### src/hw/rtl/tsps_pkg.sv
// Package for the timed servo pulse schedule: field widths, status and phase
// codes, register indexes and the packed segment layout. No dependencies.
package tsps_pkg;

  localparam int TICK_W     = 20;
  localparam int DUR_W      = 16;
  localparam int OFFUS_W    = 12;
  localparam int STEP_W     = 16;
  localparam int PULSE_W    = 12;
  localparam int OFFSET_W   = 34;
  localparam int NUM_SERVOS = 4;
  localparam int NUM_SEGS   = 3;
  localparam int DEF_MAX_SEGMENTS = 3;

  localparam int APB_DW = 64;
  localparam int APB_AW = 6;

  localparam logic [1:0] ST_RUNNING = 2'd0;
  localparam logic [1:0] ST_SUCCESS = 2'd1;
  localparam logic [1:0] ST_FAILURE = 2'd2;

  localparam logic [1:0] PH_WAIT   = 2'd0;
  localparam logic [1:0] PH_ACTIVE = 2'd1;
  localparam logic [1:0] PH_DONE   = 2'd2;

  // hold segment: pulses move but drive is flagged off
  localparam logic [1:0] HOLD_SEG = 2'd1;

  localparam logic [2:0] REG_SEG0      = 3'd0;
  localparam logic [2:0] REG_SEG1      = 3'd1;
  localparam logic [2:0] REG_SEG2      = 3'd2;
  localparam logic [2:0] REG_BASE      = 3'd3;
  localparam logic [2:0] REG_DIR       = 3'd4;
  localparam logic [2:0] REG_SEG_USE   = 3'd5;
  localparam logic [2:0] REG_PULSE_MIN = 3'd6;
  localparam logic [2:0] REG_PULSE_MAX = 3'd7;

  localparam logic [NUM_SERVOS*PULSE_W-1:0] BASE_RESET = 48'd103104387073500;
  localparam logic [PULSE_W-1:0] FLOOR_RESET = 12'd500;
  localparam logic [PULSE_W-1:0] CEIL_RESET  = 12'd2500;

  typedef struct packed {
    logic signed [STEP_W-1:0]  step;
    logic signed [OFFUS_W-1:0] off_us;
    logic [DUR_W-1:0]          dur;
    logic [TICK_W-1:0]         start;
  } seg_t;

endpackage

### src/hw/rtl/tsps_if.sv
// Stream interfaces for the servo pulse schedule: tick request in, pulse
// result out. Depends on tsps_pkg.
interface tsps_in_if import tsps_pkg::*; ();
  logic              valid;
  logic              ready;
  logic [TICK_W-1:0] tick_now;
  logic              run_enable;

  modport source (output valid, tick_now, run_enable, input ready);
  modport sink   (input valid, tick_now, run_enable, output ready);
endinterface

interface tsps_out_if import tsps_pkg::*; ();
  logic                       valid;
  logic                       ready;
  logic [PULSE_W-1:0]         pulse_servo0;
  logic [PULSE_W-1:0]         pulse_servo1;
  logic [PULSE_W-1:0]         pulse_servo2;
  logic [PULSE_W-1:0]         pulse_servo3;
  logic [1:0]                 phase;
  logic [1:0]                 segment_hit;
  logic signed [OFFSET_W-1:0] offset_q8;
  logic                       drive_active;
  logic [1:0]                 status;

  modport source (output valid, pulse_servo0, pulse_servo1, pulse_servo2, pulse_servo3,
                  phase, segment_hit, offset_q8, drive_active, status, input ready);
  modport sink   (input valid, pulse_servo0, pulse_servo1, pulse_servo2, pulse_servo3,
                  phase, segment_hit, offset_q8, drive_active, status, output ready);
endinterface

### src/hw/rtl/tsps_servo.sv
// One servo lane: applies the signed Q.8 offset to a base pulse, floors to
// whole microseconds and clamps. Depends on tsps_pkg.
module tsps_servo import tsps_pkg::*; (
  input  logic [PULSE_W-1:0]         base,
  input  logic                       sub,
  input  logic                       use_offset,
  input  logic signed [OFFSET_W-1:0] offset,
  input  logic [PULSE_W-1:0]         pulse_min,
  input  logic [PULSE_W-1:0]         pulse_max,
  output logic [PULSE_W-1:0]         pulse
);

  localparam int SUM_W = OFFSET_W + 2;
  localparam int V_W   = SUM_W - 8;

  logic signed [SUM_W-1:0] base_q;
  logic signed [SUM_W-1:0] off_x;
  logic signed [SUM_W-1:0] sum;
  logic signed [V_W-1:0]   v;
  logic signed [V_W-1:0]   lo;
  logic signed [V_W-1:0]   hi;

  always_comb begin
    base_q = $signed(SUM_W'({base, 8'd0}));
    off_x  = SUM_W'(offset);
    sum    = sub ? (base_q - off_x) : (base_q + off_x);
    // dropping the fraction of a two's complement value floors it
    v      = sum[SUM_W-1:8];
    lo     = $signed(V_W'(pulse_min));
    hi     = $signed(V_W'(pulse_max));
    if (!use_offset) begin
      pulse = base;
    end else if (v < lo) begin
      pulse = pulse_min;
    end else if (v > hi) begin
      pulse = pulse_max;
    end else begin
      pulse = v[PULSE_W-1:0];
    end
  end

endmodule

### src/hw/rtl/timed_servo_pulse_schedule.sv
// Channel   Dir  Payload                                        Handshake
// in_ch     in   tick_now[19:0], run_enable                     valid/ready
// out_ch    out  pulse_servo0..3, phase, segment_hit,           valid/ready
//                offset_q8[33:0], drive_active, status
// apb       in   psel/penable/pwrite/paddr[5:3]/pwdata[63:0]    pready tied high
//
// One request per cycle sustained while the output accepts; pipeline stages are
// window compare, step multiply, offset add, servo add/clamp into the output register.
// Each stage holds its own valid bit; a stage refills whenever the one after
// it is empty or moving, so a stalled output keeps upstream stages filling.
// Synchronous active-low reset clears valid bits and presets configuration registers.
// Top level of the servo pulse schedule. Depends on tsps_pkg, tsps_if and
// tsps_servo.
module timed_servo_pulse_schedule import tsps_pkg::*; #(
  parameter int MAX_SEGMENTS = DEF_MAX_SEGMENTS
) (
  input  logic              clk,
  input  logic              rst_n,
  tsps_in_if.sink           in_ch,
  tsps_out_if.source        out_ch,
  input  logic              psel,
  input  logic              penable,
  input  logic              pwrite,
  input  logic [APB_AW-1:0] paddr,
  input  logic [APB_DW-1:0] pwdata,
  output logic [APB_DW-1:0] prdata,
  output logic              pready
);

  localparam logic [1:0] MaxSegCnt = 2'(MAX_SEGMENTS);

  typedef struct packed {
    logic       hit;
    logic [1:0] seg;
    logic [1:0] status;
    logic [1:0] phase;
  } meta_t;

  // ---------------- configuration ----------------
  seg_t                            seg_r [NUM_SEGS];
  logic [NUM_SERVOS*PULSE_W-1:0]   base_r;
  logic [NUM_SERVOS-1:0]           dir_r;
  logic [1:0]                      seg_use_r;
  logic [PULSE_W-1:0]              pmin_r;
  logic [PULSE_W-1:0]              pmax_r;
  logic                            wr_en;
  logic [2:0]                      reg_idx;

  assign pready  = 1'b1;
  assign reg_idx = paddr[APB_AW-1:3];
  assign wr_en   = psel && penable && pwrite && pready;

  always_ff @(posedge clk) begin
    if (!rst_n) begin
      for (int i = 0; i < NUM_SEGS; i++) seg_r[i] <= '0;
      base_r    <= BASE_RESET;
      dir_r     <= 4'd1;
      seg_use_r <= 2'd3;
      pmin_r    <= FLOOR_RESET;
      pmax_r    <= CEIL_RESET;
    end else if (wr_en) begin
      unique case (reg_idx)
        REG_SEG0:      seg_r[0]  <= seg_t'(pwdata);
        REG_SEG1:      seg_r[1]  <= seg_t'(pwdata);
        REG_SEG2:      seg_r[2]  <= seg_t'(pwdata);
        REG_BASE:      base_r    <= pwdata[NUM_SERVOS*PULSE_W-1:0];
        REG_DIR:       dir_r     <= pwdata[NUM_SERVOS-1:0];
        REG_SEG_USE:   seg_use_r <= pwdata[1:0];
        REG_PULSE_MIN: pmin_r    <= pwdata[PULSE_W-1:0];
        REG_PULSE_MAX: pmax_r    <= pwdata[PULSE_W-1:0];
        default: ;
      endcase
    end
  end

  always_comb begin
    unique case (reg_idx)
      REG_SEG0:      prdata = APB_DW'(seg_r[0]);
      REG_SEG1:      prdata = APB_DW'(seg_r[1]);
      REG_SEG2:      prdata = APB_DW'(seg_r[2]);
      REG_BASE:      prdata = APB_DW'(base_r);
      REG_DIR:       prdata = APB_DW'(dir_r);
      REG_SEG_USE:   prdata = APB_DW'(seg_use_r);
      REG_PULSE_MIN: prdata = APB_DW'(pmin_r);
      REG_PULSE_MAX: prdata = APB_DW'(pmax_r);
      default:       prdata = '0;
    endcase
  end

  // ---------------- pipeline flow control ----------------
  logic v1_r, v2_r, v3_r, ov_r;
  logic rdy1, rdy2, rdy3, rdy_out;

  assign rdy_out     = !ov_r || out_ch.ready;
  assign rdy3        = !v3_r || rdy_out;
  assign rdy2        = !v2_r || rdy3;
  assign rdy1        = !v1_r || rdy2;
  assign in_ch.ready = rdy1;

  always_ff @(posedge clk) begin
    if (!rst_n) begin
      v1_r <= 1'b0;
      v2_r <= 1'b0;
      v3_r <= 1'b0;
      ov_r <= 1'b0;
    end else begin
      if (rdy1)    v1_r <= in_ch.valid;
      if (rdy2)    v2_r <= v1_r;
      if (rdy3)    v3_r <= v2_r;
      if (rdy_out) ov_r <= v3_r;
    end
  end

  // ---------------- stage 1: window search ----------------
  logic [1:0]               eff_cnt;
  logic                     any_seg;
  logic [TICK_W:0]          last_end;
  logic                     hit;
  logic [1:0]               hit_idx;
  logic [DUR_W-1:0]         elapsed;
  logic signed [OFFUS_W-1:0] hit_off;
  logic signed [STEP_W-1:0] hit_step;
  logic [TICK_W:0]          seg_end;
  logic                     in_use;
  meta_t                    meta1;

  always_comb begin
    eff_cnt  = (seg_use_r > MaxSegCnt) ? MaxSegCnt : seg_use_r;
    any_seg  = 1'b0;
    last_end = '0;
    hit      = 1'b0;
    hit_idx  = 2'd0;
    elapsed  = '0;
    hit_off  = '0;
    hit_step = '0;
    seg_end  = '0;
    in_use   = 1'b0;
    for (int i = 0; i < MAX_SEGMENTS; i++) begin
      in_use  = (2'(i) < eff_cnt) && (seg_r[i].dur != '0);
      seg_end = {1'b0, seg_r[i].start} + (TICK_W+1)'(seg_r[i].dur);
      if (in_use) begin
        any_seg = 1'b1;
        if (seg_end > last_end) last_end = seg_end;
        if (!hit && in_ch.tick_now >= seg_r[i].start && {1'b0, in_ch.tick_now} < seg_end) begin
          hit      = 1'b1;
          hit_idx  = 2'(i);
          elapsed  = DUR_W'(in_ch.tick_now - seg_r[i].start);
          hit_off  = seg_r[i].off_us;
          hit_step = seg_r[i].step;
        end
      end
    end

    meta1 = '{hit: 1'b0, seg: 2'd0, status: ST_RUNNING, phase: PH_WAIT};
    if (!in_ch.run_enable || eff_cnt == 2'd0) begin
      meta1.status = ST_FAILURE;
    end else if (hit) begin
      meta1.hit   = 1'b1;
      meta1.seg   = hit_idx;
      meta1.phase = (hit_idx != HOLD_SEG) ? PH_ACTIVE : PH_WAIT;
    end else if (any_seg && {1'b0, in_ch.tick_now} >= last_end) begin
      meta1.status = ST_SUCCESS;
      meta1.phase  = PH_DONE;
    end
  end

  meta_t                     meta1_r, meta2_r, meta3_r;
  logic [DUR_W-1:0]          elapsed_r;
  logic signed [OFFUS_W-1:0] off1_r, off2_r;
  logic signed [STEP_W-1:0]  step_r;

  always_ff @(posedge clk) begin
    if (rdy1) begin
      meta1_r   <= meta1;
      elapsed_r <= elapsed;
      off1_r    <= hit_off;
      step_r    <= hit_step;
    end
  end

  // ---------------- stage 2: elapsed * step ----------------
  localparam int PROD_W = DUR_W + STEP_W + 1;
  logic signed [PROD_W-1:0] prod_r;

  always_ff @(posedge clk) begin
    if (rdy2) begin
      meta2_r <= meta1_r;
      off2_r  <= off1_r;
      prod_r  <= PROD_W'($signed({1'b0, elapsed_r}) * step_r);
    end
  end

  // ---------------- stage 3: offset sum ----------------
  logic signed [OFFSET_W-1:0] off_base;
  logic signed [OFFSET_W-1:0] offset_r;

  assign off_base = $signed({(OFFSET_W-8)'(off2_r), 8'd0});

  always_ff @(posedge clk) begin
    if (rdy3) begin
      meta3_r  <= meta2_r;
      offset_r <= off_base + OFFSET_W'(prod_r);
    end
  end

  // ---------------- stage 4: servo lanes into output register ----------------
  logic [PULSE_W-1:0] pulse [NUM_SERVOS];

  for (genvar s = 0; s < NUM_SERVOS; s++) begin : g_servo
    tsps_servo u_servo (
      .base       (base_r[s*PULSE_W +: PULSE_W]),
      .sub        (dir_r[s]),
      .use_offset (meta3_r.hit),
      .offset     (offset_r),
      .pulse_min  (pmin_r),
      .pulse_max  (pmax_r),
      .pulse      (pulse[s])
    );
  end

  logic [PULSE_W-1:0]         p0_r, p1_r, p2_r, p3_r;
  logic [1:0]                 phase_r, seg_hit_r, status_r;
  logic signed [OFFSET_W-1:0] offset_out_r;
  logic                       drive_r;

  always_ff @(posedge clk) begin
    if (rdy_out) begin
      p0_r         <= pulse[0];
      p1_r         <= pulse[1];
      p2_r         <= pulse[2];
      p3_r         <= pulse[3];
      phase_r      <= meta3_r.phase;
      status_r     <= meta3_r.status;
      seg_hit_r    <= meta3_r.hit ? meta3_r.seg : 2'd0;
      offset_out_r <= meta3_r.hit ? offset_r : '0;
      drive_r      <= meta3_r.hit && (meta3_r.seg != HOLD_SEG);
    end
  end

  assign out_ch.valid        = ov_r;
  assign out_ch.pulse_servo0 = p0_r;
  assign out_ch.pulse_servo1 = p1_r;
  assign out_ch.pulse_servo2 = p2_r;
  assign out_ch.pulse_servo3 = p3_r;
  assign out_ch.phase        = phase_r;
  assign out_ch.segment_hit  = seg_hit_r;
  assign out_ch.offset_q8    = offset_out_r;
  assign out_ch.drive_active = drive_r;
  assign out_ch.status       = status_r;

  // ---------------- assertions ----------------
  a_stall_keeps_stage3: assert property (@(posedge clk) disable iff (!rst_n)
    (v3_r && !rdy_out) |=> v3_r)
    else $error("stage 3 request lost under output stall");

  a_success_is_done: assert property (@(posedge clk) disable iff (!rst_n)
    ov_r |-> ((status_r == ST_SUCCESS) == (phase_r == PH_DONE)))
    else $error("success status and done phase disagree");

  a_drive_active: assert property (@(posedge clk) disable iff (!rst_n)
    (ov_r && drive_r) |-> (phase_r == PH_ACTIVE && seg_hit_r != HOLD_SEG))
    else $error("drive_active outside an active segment");

  a_failure_clean: assert property (@(posedge clk) disable iff (!rst_n)
    (ov_r && status_r == ST_FAILURE) |-> (offset_out_r == '0 && !drive_r && phase_r == PH_WAIT))
    else $error("failure result carries segment data");

endmodule

### src/flat_wrapper.sv
// flat-port wrapper written by rule: the top's interface ports become plain ports
module timed_servo_pulse_schedule_flat import tsps_pkg::*;
#(
  parameter int MAX_SEGMENTS = DEF_MAX_SEGMENTS
)
  (clk, rst_n, psel, penable, pwrite, paddr, pwdata, prdata, pready, in_ch_valid, in_ch_tick_now, in_ch_run_enable, in_ch_ready, out_ch_valid, out_ch_pulse_servo0, out_ch_pulse_servo1, out_ch_pulse_servo2, out_ch_pulse_servo3, out_ch_phase, out_ch_segment_hit, out_ch_offset_q8, out_ch_drive_active, out_ch_status, out_ch_ready);
  tsps_in_if in_ch_i ();
  tsps_out_if out_ch_i ();
  input  logic clk;
  input  logic rst_n;
  input  logic psel;
  input  logic penable;
  input  logic pwrite;
  input  logic [APB_AW-1:0] paddr;
  input  logic [APB_DW-1:0] pwdata;
  output logic [APB_DW-1:0] prdata;
  output logic pready;
  input wire logic [$bits(in_ch_i.valid)-1:0] in_ch_valid;
  input wire logic [$bits(in_ch_i.tick_now)-1:0] in_ch_tick_now;
  input wire logic [$bits(in_ch_i.run_enable)-1:0] in_ch_run_enable;
  output wire logic [$bits(in_ch_i.ready)-1:0] in_ch_ready;
  output wire logic [$bits(out_ch_i.valid)-1:0] out_ch_valid;
  output wire logic [$bits(out_ch_i.pulse_servo0)-1:0] out_ch_pulse_servo0;
  output wire logic [$bits(out_ch_i.pulse_servo1)-1:0] out_ch_pulse_servo1;
  output wire logic [$bits(out_ch_i.pulse_servo2)-1:0] out_ch_pulse_servo2;
  output wire logic [$bits(out_ch_i.pulse_servo3)-1:0] out_ch_pulse_servo3;
  output wire logic [$bits(out_ch_i.phase)-1:0] out_ch_phase;
  output wire logic [$bits(out_ch_i.segment_hit)-1:0] out_ch_segment_hit;
  output wire logic [$bits(out_ch_i.offset_q8)-1:0] out_ch_offset_q8;
  output wire logic [$bits(out_ch_i.drive_active)-1:0] out_ch_drive_active;
  output wire logic [$bits(out_ch_i.status)-1:0] out_ch_status;
  input wire logic [$bits(out_ch_i.ready)-1:0] out_ch_ready;
  assign in_ch_i.valid = in_ch_valid;
  assign in_ch_i.tick_now = in_ch_tick_now;
  assign in_ch_i.run_enable = in_ch_run_enable;
  assign in_ch_ready = in_ch_i.ready;
  assign out_ch_valid = out_ch_i.valid;
  assign out_ch_pulse_servo0 = out_ch_i.pulse_servo0;
  assign out_ch_pulse_servo1 = out_ch_i.pulse_servo1;
  assign out_ch_pulse_servo2 = out_ch_i.pulse_servo2;
  assign out_ch_pulse_servo3 = out_ch_i.pulse_servo3;
  assign out_ch_phase = out_ch_i.phase;
  assign out_ch_segment_hit = out_ch_i.segment_hit;
  assign out_ch_offset_q8 = out_ch_i.offset_q8;
  assign out_ch_drive_active = out_ch_i.drive_active;
  assign out_ch_status = out_ch_i.status;
  assign out_ch_i.ready = out_ch_ready;
  timed_servo_pulse_schedule #(.MAX_SEGMENTS(MAX_SEGMENTS)) u_core (.clk(clk), .rst_n(rst_n), .in_ch(in_ch_i), .out_ch(out_ch_i), .psel(psel), .penable(penable), .pwrite(pwrite), .paddr(paddr), .pwdata(pwdata), .prdata(prdata), .pready(pready));
endmodule
### config.mk
export PLATFORM = sky130hd
export DESIGN_NAME = timed_servo_pulse_schedule_flat
export DESIGN_NICKNAME = d
export VERILOG_FILES = /design/src/hw/rtl/tsps_pkg.sv /design/src/hw/rtl/tsps_if.sv /design/src/hw/rtl/tsps_servo.sv /design/src/hw/rtl/timed_servo_pulse_schedule.sv /design/src/flat_wrapper.sv
export SDC_FILE = /design/constraint.sdc
export NUM_CORES = 2
export LEC_CHECK = 0
export BUFFER_PORTS_ARGS = -buffer_cell sky130_fd_sc_hd__buf_4
export CAP_MARGIN = 20
export CORE_UTILIZATION = 45
export DETAILED_ROUTE_END_ITERATION = 10
export GPL_TIMING_DRIVEN = 0
export SLEW_MARGIN = 20
export SYNTH_ARGS = -nofsm -noshare
export SYNTH_HDL_FRONTEND = slang
export SYNTH_SLANG_ARGS = --single-unit
export TNS_END_PERCENT = 10
### constraint.sdc
create_clock -name clk -period 10.75 [get_ports clk]
set_clock_uncertainty 0.2 [all_clocks]
set_input_delay 1.6125 -clock clk [delete_from_list [all_inputs] [get_ports clk]]
set_output_delay 1.6125 -clock clk [all_outputs]
set_load 0.02 [all_outputs]
==> flow_summary.json <==
{
  "syn_inst": 4916,
  "ys_seq_area_frac": 0.306,
  "finalCriticalPeriod_ps": 10460,
  "max_stage_delay_ps": 580,
  "outcome": "completed",
  "wl_per_cell_um": 27.9,
  "syn_to_final_growth_pct": 14.0,
  "cp-start-kind": "flip-flop",
  "clock-sinks": 503,
  "stdcell_area_um2": 53200,
  "ys_seq_elements": 503,
  "fp.coreArea_um2": 102000,
  "setup.worst_path.class": "reg -> reg",
  "hold_buffers": 0,
  "min_path_type": "reg -> reg",
  "crit_arrival_ps": 10640,
  "max_freq_mhz": 95.6,
  "fillers": 9604,
  "busiest_layer": "met2",
  "fp.dieH_um": 324,
  "ys.flop_type": "edfxtp_1",
  "die-area_um2": 105000,
  "syn_nets": 5781,
  "dpl_cell_area_um2": 50600,
  "place_congestion": 0.997,
  "grt_start_max_net_pins": 59,
  "grtUsageMet3": 0.0745,
  "use_met1": 0.501,
  "synthArstFlopShare": 0,
  "yosysUniqueCellTypes": 93,
  "grt_use_total": 0.354,
  "critPathCaptureType": "flip-flop",
  "slew_headroom": 0.191,
  "p_leak_nw": 23.7,
  "vias_per_cell": 6.14,
  "fin_crit_sh": 0.973,
  "drt.antenna.violating_nets": 0,
  "reg2reg_depth": 51,
  "drc": 0,
  "dp_cells": 6547,
  "drt_iter0_drc": 4706,
  "cts_tree": "built",
  "final_util": 0.520,
  "grt_pass1_wl_um": 267000,
  "initial_core_util": 0.456,
  "use_met2": 0.528,
  "cts_buffers": 58,
  "grt_pass1_vias": 39000,
  "reg2reg_setup_slack_ps": 290,
  "synth-edff-count": 421,
  "required_ps": 10920,
  "power.density_nw_per_um2": 259,
  "fin_cells": 6688,
  "drive_gt1_frac": 0.104,
  "worst_pin_slew_ps": 1210,
  "finalHoldWorstSlack_ps": 180,
  "netlist_area_um2": 46600,
  "rsz0062_at_grt": "false",
  "routed_wl_um": 187000,
  "grt-ovfl-total": 0,
  "layout.nets": 6129,
  "slew_violations": 0,
  "cts_root_buffer": "clkbuf_16",
  "port-buffer-count": 247,
  "fp.dieW_um": 324,
  "dr.pass1.iters": 8,
  "clock_latency_ps": 700,
  "avgSynthCellArea_um2": 9.48,
  "ys_warn_count": 0,
  "io_pins": 254,
  "hold_violations": 0,
  "setup_viol": 0,
  "path_clk_slew_ps": 60,
  "clockBufferDepth": 3,
  "path_max_fanout": 10,
  "vias": 41100,
  "whs_path_depth": 0,
  "place_hpwl_um": 150000,
  "cap_violations": 0,
  "ir_drop_mv": 0.193,
  "cts_max_level": 2,
  "num_rows": 117,
  "antenna_found_initial": 12,
  "slowest_stage": "edfxtp_1"
}
[report_power, final]
part / leakage, nW / internal, W / switching [W]
Combinational: 17.7 / 0.00336 / 0.00539
Sequential: 5.07 / 0.00262 / 0.000379
Clock: 0.929 / 0.00116 / 0.000866
Total: 23.7 / 0.00713 / 0.00663
[layout make-up]
| type | instances | area (µm²) | share of cell area |
|---|---|---|---|
| sequential | 503 | 14300 | 0.269 |
| inverter | 498 | 1870 | 0.0352 |
| clock buffer | 77 | 1570 | 0.0296 |
| antenna | 8 | 20.0 | 0.000377 |
| multi-input combinational | 3715 | 30100 | 0.566 |
| tap | 1368 | 1710 | 0.0322 |
| buffer | 199 | 851 | 0.0160 |
| timing repair buffer | 289 | 2410 | 0.0453 |
| clock inverter | 31 | 350 | 0.00659 |
[sequential cells by signal, indices dropped and copies added (netlist names), 4 cells and up]
register,flops
u_core.out_ch.pulse_servo2,12
u_core.pmax_r,12
u_core.prod_r,33
u_core.meta3_r,6
u_core.dir_r,4
u_core.base_r,48
u_core.off1_r,12
u_core.offset_r,34
u_core.out_ch.pulse_servo0,12
u_core.meta1_r,6
u_core.meta2_r,6
u_core.out_ch.pulse_servo1,12
u_core.step_r,16
u_core.seg_r,192
u_core.elapsed_r,16
u_core.out_ch.pulse_servo3,12
u_core.out_ch.offset_q8,34
u_core.pmin_r,12
u_core.off2_r,12
[synthesized netlist by cell type, types with 18 or more instances]
cell type,count,share of area
ha_1,562,0.15
inv_1,490,0.039
nand2_1,473,0.038
edfxtp_1,421,0.27
a21oi_1,304,0.033
nor2_1,280,0.023
fa_1,205,0.088
and2_1,186,0.025
clkbuf_1,176,0.014
o21ai_0,170,0.018
xnor2_1,151,0.028
a21o_1,123,0.020
nor2b_1,91,0.012
nand2b_1,90,0.012
dfxtp_1,82,0.035
nand3_1,78,0.0084
mux2i_1,76,0.016
nor3_1,73,0.0078
nand4_1,65,0.0087
o221ai_1,54,0.010
xor2_1,52,0.0098
and3_1,46,0.0062
a31oi_1,45,0.0060
o21a_1,43,0.0069
mux4_2,42,0.020
o211ai_1,41,0.0066
nor4_1,37,0.0050
a221o_1,36,0.0077
o21bai_1,33,0.0053
o21ai_1,32,0.0034
mux2_2,24,0.0058
a211oi_1,22,0.0035
o22ai_1,20,0.0027
o2111ai_1,18,0.0034
o31ai_1,18,0.0029
[per-stage QoR]
stage	worst slack, ps	total power, W	setup TNS (ps)
after floorplan	374	0.00864	0
after global placement	-3320	0.0114	-260820
after detailed placement	-3230	0.0114	-3230
after CTS	25.7	0.0136	0
after global routing	7.79	0.0148	0
final	285	0.0138	0
[layer usage]
layer,vias to the layer above,wire length [µm]
li1,18300,-
met1,20100,79400
met2,2250,79400
met3,398,19600
met4,10,8240
met5,-,79
[kinds of logic (layout without fill, tap and decap cells)]
group,count (synthesis),in the layout,share of synthesized area
AO/OA/AOI/OAI,1107,1107,0.158
XOR/XNOR,203,203,0.0381
adder cells (fa/ha/maj),767,767,0.239
buffers and inverters,698,1094,0.0567
flip-flops,503,503,0.306
multiplexers,149,149,0.0442
other,1,9,0.0000804
AND/OR/NAND/NOR,1488,1488,0.158
[repair_timing]
| action | in CTS | in global routing |
|---|---|---|
| buffers inserted | 14 | 12 |
| endpoints found under the setup margin | 1 | 1 |
| resized for setup | 58 | 28 |
| pin swaps | 17 | 33 |
[final timing paths]
check / start / end
setup / recovery: u_core.seg_r[0][2] / u_core.meta1_r[2]
hold reg to reg: u_core.meta1_r[5] / u_core.meta2_r[5]
setup reg to reg: u_core.seg_r[0][2] / u_core.meta1_r[2]
hold / removal: u_core.meta1_r[5] / u_core.meta2_r[5]
[critical path, delay by kind of cell, from the launching register on]
| family | cells | cell delay, ps |
|---|---|---|
| buffers and inverters | 2 | 320 |
| flip-flops | 1 | 580 |
| multiplexers | 2 | 680 |
| XOR/XNOR | 1 | 550 |
| AO/OA/AOI/OAI | 35 | 5730 |
| AND/OR/NAND/NOR | 7 | 920 |
| adder cells (fa/ha/maj) | 4 | 1150 |
[cell usage in the layout, fill, tap and decap left out, drive strengths merged, types with 36 or more instances in the layout]
master    n
mux2i    76
nor2    280
nand2b   90
a31oi    45
fa      205
xor2     52
mux4     42
and2    186
a21oi   304
nand4    66
o221ai   55
nor2b    91
nand3    78
a221o    36
clkbuf  250
o21ai   202
xnor2   151
nor4     39
o21a     43
nor3     74
ha      562
o211ai   42
inv     498
dfxtp    82
buf     315
and3     46
edfxtp  421
nand2   473
a21o    123
Power figures use the tool's default switching activity.
